<file path="config.mk">
export PLATFORM = sky130hd
export DESIGN_NAME = rbsi_merge
export DESIGN_NICKNAME = d
export VERILOG_FILES = /design/src/hdl/rbsi_pkg.sv /design/src/hdl/rbsi_merge.sv
export SDC_FILE = /design/constraint.sdc
export NUM_CORES = 1
export LEC_CHECK = 0
export BUFFER_PORTS_ARGS = -buffer_cell sky130_fd_sc_hd__buf_2
export CAP_MARGIN = 20
export CORE_ASPECT_RATIO = 1.25
export CORE_MARGIN = 2
export CORE_UTILIZATION = 42
export DETAILED_ROUTE_END_ITERATION = 10
export SLEW_MARGIN = 5
export SYNTH_ARGS = -nofsm -noshare
export SYNTH_HDL_FRONTEND = slang
export SYNTH_SLANG_ARGS = --single-unit
</file>
<file path="constraint.sdc">
create_clock -name clk -period 3.6 [get_ports clk]
set_input_delay 0.72 -clock clk [delete_from_list [all_inputs] [get_ports clk]]
set_output_delay 0.72 -clock clk [all_outputs]
set_load 0.1 [all_outputs]
</file>
<file path="src/hdl/rbsi_pkg.sv">
// ----------------------------------------------------------------------------
// rbsi_pkg
// Shared widths, register indexes and types of the ray/box slab intersector.
// ----------------------------------------------------------------------------
package rbsi_pkg;

  // Coordinate format: signed fixed point with FRAC fraction bits.
  localparam int CW     = 32;
  localparam int FRAC   = 16;
  localparam int NUM_W  = CW + 1;
  localparam int DIST_W = 31;
  localparam int IDX_W  = 3;

  // Largest quotient magnitude, 2^(CW-1)-1.
  localparam logic [CW-2:0] MAXV = {(CW-1){1'b1}};

  // Box corner reset values: the unit cube.
  localparam logic [CW-1:0] ZERO_FX = '0;
  localparam logic [CW-1:0] ONE_FX  = CW'(1) << FRAC;

  // Pipeline depths.
  localparam int DIV_LAT   = CW + 1;
  localparam int LANE_LAT  = DIV_LAT + 1;
  localparam int MERGE_LAT = 3;
  localparam int PIPE_LAT  = LANE_LAT + MERGE_LAT;

  // Configuration register indexes.
  localparam logic [IDX_W-1:0] REG_MIN_X = 3'd0;
  localparam logic [IDX_W-1:0] REG_MIN_Y = 3'd1;
  localparam logic [IDX_W-1:0] REG_MIN_Z = 3'd2;
  localparam logic [IDX_W-1:0] REG_MAX_X = 3'd3;
  localparam logic [IDX_W-1:0] REG_MAX_Y = 3'd4;
  localparam logic [IDX_W-1:0] REG_MAX_Z = 3'd5;

  // Entry and exit parameters of one axis.
  typedef struct packed {
    logic signed [CW-1:0] tnear;
    logic signed [CW-1:0] tfar;
  } slab_t;

endpackage

</file>
<file path="src/hdl/rbsi_merge.sv">
// ----------------------------------------------------------------------------
// rbsi_merge
// Intersects the three axis intervals and picks the hit distance.
// ----------------------------------------------------------------------------
module rbsi_merge
  import rbsi_pkg::*;
(
  input  logic              clk,
  input  logic              en,
  input  slab_t             sx,
  input  slab_t             sy,
  input  slab_t             sz,
  output logic              hit,
  output logic [DIST_W-1:0] distance
);

  logic                 ok1;
  logic signed [CW-1:0] tn1;
  logic signed [CW-1:0] tf1;
  slab_t                z1;
  logic                 ok2;
  logic signed [CW-1:0] tn2;
  logic signed [CW-1:0] tf2;

  // Combine the x and y intervals.
  always_ff @(posedge clk) begin
    if (en) begin
      ok1 <= !((sx.tnear > sy.tfar) || (sy.tnear > sx.tfar));
      tn1 <= (sy.tnear > sx.tnear) ? sy.tnear : sx.tnear;
      tf1 <= (sy.tfar < sx.tfar) ? sy.tfar : sx.tfar;
      z1  <= sz;
    end
  end

  // Fold in the z interval.
  always_ff @(posedge clk) begin
    if (en) begin
      ok2 <= ok1 && !((tn1 > z1.tfar) || (z1.tnear > tf1));
      tn2 <= (z1.tnear > tn1) ? z1.tnear : tn1;
      tf2 <= (z1.tfar < tf1) ? z1.tfar : tf1;
    end
  end

  // Entry distance when it lies ahead, else the exit distance from inside.
  // Quotients saturate at the largest distance, so no further clamp is needed.
  always_ff @(posedge clk) begin
    if (en) begin
      hit <= ok2 && (tf2 > 0);
      if (!(ok2 && (tf2 > 0))) begin
        distance <= '0;
      end else if (tn2 > 0) begin
        distance <= tn2[DIST_W-1:0];
      end else begin
        distance <= tf2[DIST_W-1:0];
      end
    end
  end

endmodule

</file>
==> impl_summary.txt <==
----------------------------------------------------
[Placement]
  Quantity of I/O buffers inserted on ports ... 225
  Final weighted congestion of routability-driven global placement ... 0.932
  Worst setup slack before clock tree synthesis ... 0.0929 ns
  Number of placed cells counting well taps ... 2,293
  Half-perimeter wire length after detailed placement ... 40.0 mm

[STA]
  Minimum clock period ... 3.47 ns
  Worst slew margin relative to its limit ... 0.507
  Worst setup skew after layout ... 0.0103 ns
  RSZ-0062 raised after global routing ... no
  Fin worst setup slack ... 0.132 ns
  Number of setup violations in the final report ... 0
  Worst Tran Pin Value ... 0.729 ns
  Achievable frequency ... 0.288 GHz
  Number of pins exceeding their max-slew limit in the final report ... 0
  Final number of hold-violating endpoints ... 0
  Final period util ... 0.963
  Setup Total Neg Slack ... 0 ns

[Synthesis]
  Most frequent cell after synthesis ... sky130_fd_sc_hd__ha_1
  Most instantiated flip-flop cell in the synthesis netlist ... sky130_fd_sc_hd__edfxtp_1
  Share of async-settable or async-resettable flops after synthesis ... 0
  Per-instance average area after synthesis ... 10.5 um^2
  Post-Syn Instances ... 1,600
  Number of enable-type register cells in the synthesized netlist ... 226
  Warnings from Yosys ... 0
  Synth Net Count ... 2,048
  Synth area leader ... sky130_fd_sc_hd__edfxtp_1
  Part of the Yosys area used for sequential elements ... 0.405
  Library cells used by synthesis ... 64
  Proportion of netlist area held by the largest area contributor ... 0.405
  Area of the mapped netlist ... 16,800 um^2
  Most frequent cells after synthesis ... 254 x sky130_fd_sc_hd__ha_1, 235 x sky130_fd_sc_hd__inv_1, 226 x sky130_fd_sc_hd__edfxtp_1, 114 x sky130_fd_sc_hd__a21oi_1, 94 x sky130_fd_sc_hd__mux2i_1
  Synth top area cells ... sky130_fd_sc_hd__edfxtp_1 40%, sky130_fd_sc_hd__ha_1 19%, sky130_fd_sc_hd__mux2i_1 5.6%
  Register bit count reported by yosys ... 226

[Floorplan]
  Initial Util ... 0.428
  I/O Pins ... 226
  Core Rows ... 81
  Placeable Area ... 39,200 um^2
  Die Height ... 227 um
  Floorplan die area ... 41,500 um^2
  Die width ... 183 um

[Layout]
  # diodes ... 0
  Area grow syn2layout ... 16.4%
  Non-Filler Instances ... 2,339
  Layout cell share with drive strength beyond 1 ... 0.183
  Net count of the finished layout ... 2,271
  Post-layout util ... 0.497

[CTS]
  CTS-repair resized insts ... 0
  Clock sink count ... 226
  Clock buffers created by TritonCTS ... 26
  Register clock-pin slew on the reported worst setup and hold paths ... 0.06 ns
  Clk buf depth ... 3
  Post-CTS setup-driven buffer insertion count ... 0
  Clock latency on the worst-skew pair ... 0.54 ns
  Number of H-tree levels ... 1
  Master cell of the clock root buffer ... sky130_fd_sc_hd__clkbuf_16
  Total of hold buffers inserted after clock tree synthesis ... 0
  TritonCTS clock tree ... yes

[Global route]
  Final global-route overflow total ... 0
  Number of global-route vias before repair ... 13,500
  Antenna violations before repair ... 0
  First-pass GRT wire length ... 74.7 mm
  Pin count of the biggest net entering global routing ... 68
  Overall track demand over capacity in global routing ... 0.233

[Critical path]
  Largest driver fanout on the critical path ... 19
  Data required time at the worst endpoint ... 3.82 ns
  Critical path endpoint category ... flop
  WP data arrival ... 3.69 ns
  Crit Path Class ... flop to flop
  Critical Path Start Type ... flop

[Pwr]
  Static Leak ... 8.95 nW
  Peak supply drop ... 0.000266 V
  Power density of the placed cells ... 471 nW/um^2

[Detailed routing]
  Via Count ... 13,800
  Post-route DRC ... 0
  Drt initial violations ... 1,217
  WL/cell ... 21.0 um
  Vias per inst ... 5.89
  Residual antenna-violating net count after detailed routing ... 0
  First drt pass iteration count ... 10
  Post-Route WL ... 49.2 mm

[Run status]
  Run status ... finished, final reports clean

[Hold path]
  HP Class ... input pin to flop

[Run]
  Number of max-cap violations ... 0

----------------------------------------------------
==> sequential cells by signal, summed over array words and instances, names as in the netlist, 31 cells and up <==
signal and flops:
z1 64, tf1 32, tf2 32, tn1 32, tn2 32, distance 31
==> power breakdown <==
group          leakage [nW]  total [mW]  internal, mW  switching, mW
Combinational          6.32        2.85          1.10           1.75
Clock                 0.413        2.62          1.57           1.05
Sequential             2.22        3.71          3.39          0.318
Total                  8.95        9.18          6.06           3.12
==> kinds of logic (layout without fill, tap and decap cells) <==
| logic type | after synthesis | count (layout) | share of synthesized area |
|---|---|---|---|
| compound gates | 405 | 405 | 0.177 |
| mux | 98 | 98 | 0.0588 |
| fa+ha+maj | 254 | 254 | 0.190 |
| buf+inv | 307 | 548 | 0.0714 |
| flops | 226 | 226 | 0.405 |
| simple gates | 310 | 310 | 0.0989 |
==> final cells by class <==
class / instances / area [um^2]
clock buffer: 29 / 683
clock inverter: 17 / 165
fill: 3560 / 19700
inverter: 235 / 882
multi-input combinational: 1067 / 8820
sequential: 226 / 6790
tap: 498 / 623
timing repair buffer: 267 / 1550
==> path summary, 6_finish.rpt <==
| path | endpoint | slack [ns] | depth (start not counted) | startpoint |
|---|---|---|---|---|
| min | z1[43] | 0.35 | 1 | sz[43] |
| min reg2reg | distance[21] | 0.60 | 2 | tn2[21] |
| max | tf2[14] | 0.13 | 12 | tf1[15] |
| max reg2reg | tf2[14] | 0.13 | 12 | tf1[15] |
==> critical path: stages, from the launching register on <==
cell and delay [ns]:
sky130_fd_sc_hd__edfxtp_1 0.42, sky130_fd_sc_hd__inv_1 0.11, sky130_fd_sc_hd__ha_1 0.32, sky130_fd_sc_hd__nand4_1 0.19, sky130_fd_sc_hd__or4_1 0.59, sky130_fd_sc_hd__a2111oi_1 0.41
sky130_fd_sc_hd__buf_4 0.20, sky130_fd_sc_hd__or3_1 0.13, sky130_fd_sc_hd__a41oi_2 0.15, sky130_fd_sc_hd__buf_12 0.19, sky130_fd_sc_hd__buf_12 0.15, sky130_fd_sc_hd__nand4_1 0.08
sky130_fd_sc_hd__o221ai_1 0.19
==> routing by layer <==
layer	track usage	vias up	share of wire	wire length, um
met4	0.0773	0	0.029	1420
met5	0	-	0	0
met3	0.0221	67	0.058	2860
met1	0.310	6526	0.44	21400
li1	-	6678	-	-
met2	0.400	495	0.48	23500
==> stage by stage <==
stage / hold slack [ns] / total power, mW / area, um^2
global placement: 0.588 / 6.51 / 18700
floorplan: 0.560 / 5.59 / 16800
finish: 0.354 / 9.18 / 19500
detailed placement: 0.592 / 6.58 / 18700
global route: 0.329 / 9.68 / 19500
CTS: 0.330 / 9.22 / 19500
==> placed cells by master (no fill, tap or decap), types with 22 or more instances in the layout <==
cell	count
sky130_fd_sc_hd__o221ai_1	48
sky130_fd_sc_hd__o22ai_1	31
sky130_fd_sc_hd__buf_4	34
sky130_fd_sc_hd__o211ai_1	22
sky130_fd_sc_hd__o21ai_0	27
sky130_fd_sc_hd__nand2_1	56
sky130_fd_sc_hd__a222oi_1	31
sky130_fd_sc_hd__edfxtp_1	226
sky130_fd_sc_hd__nor2_1	63
sky130_fd_sc_hd__nand3_1	24
sky130_fd_sc_hd__nand4_1	81
sky130_fd_sc_hd__mux2i_1	94
sky130_fd_sc_hd__clkbuf_16	27
sky130_fd_sc_hd__a21oi_1	113
sky130_fd_sc_hd__ha_1	254
sky130_fd_sc_hd__inv_1	235
sky130_fd_sc_hd__buf_2	224
sky130_fd_sc_hd__a21o_1	32
Power figures use the tool's default switching activity.
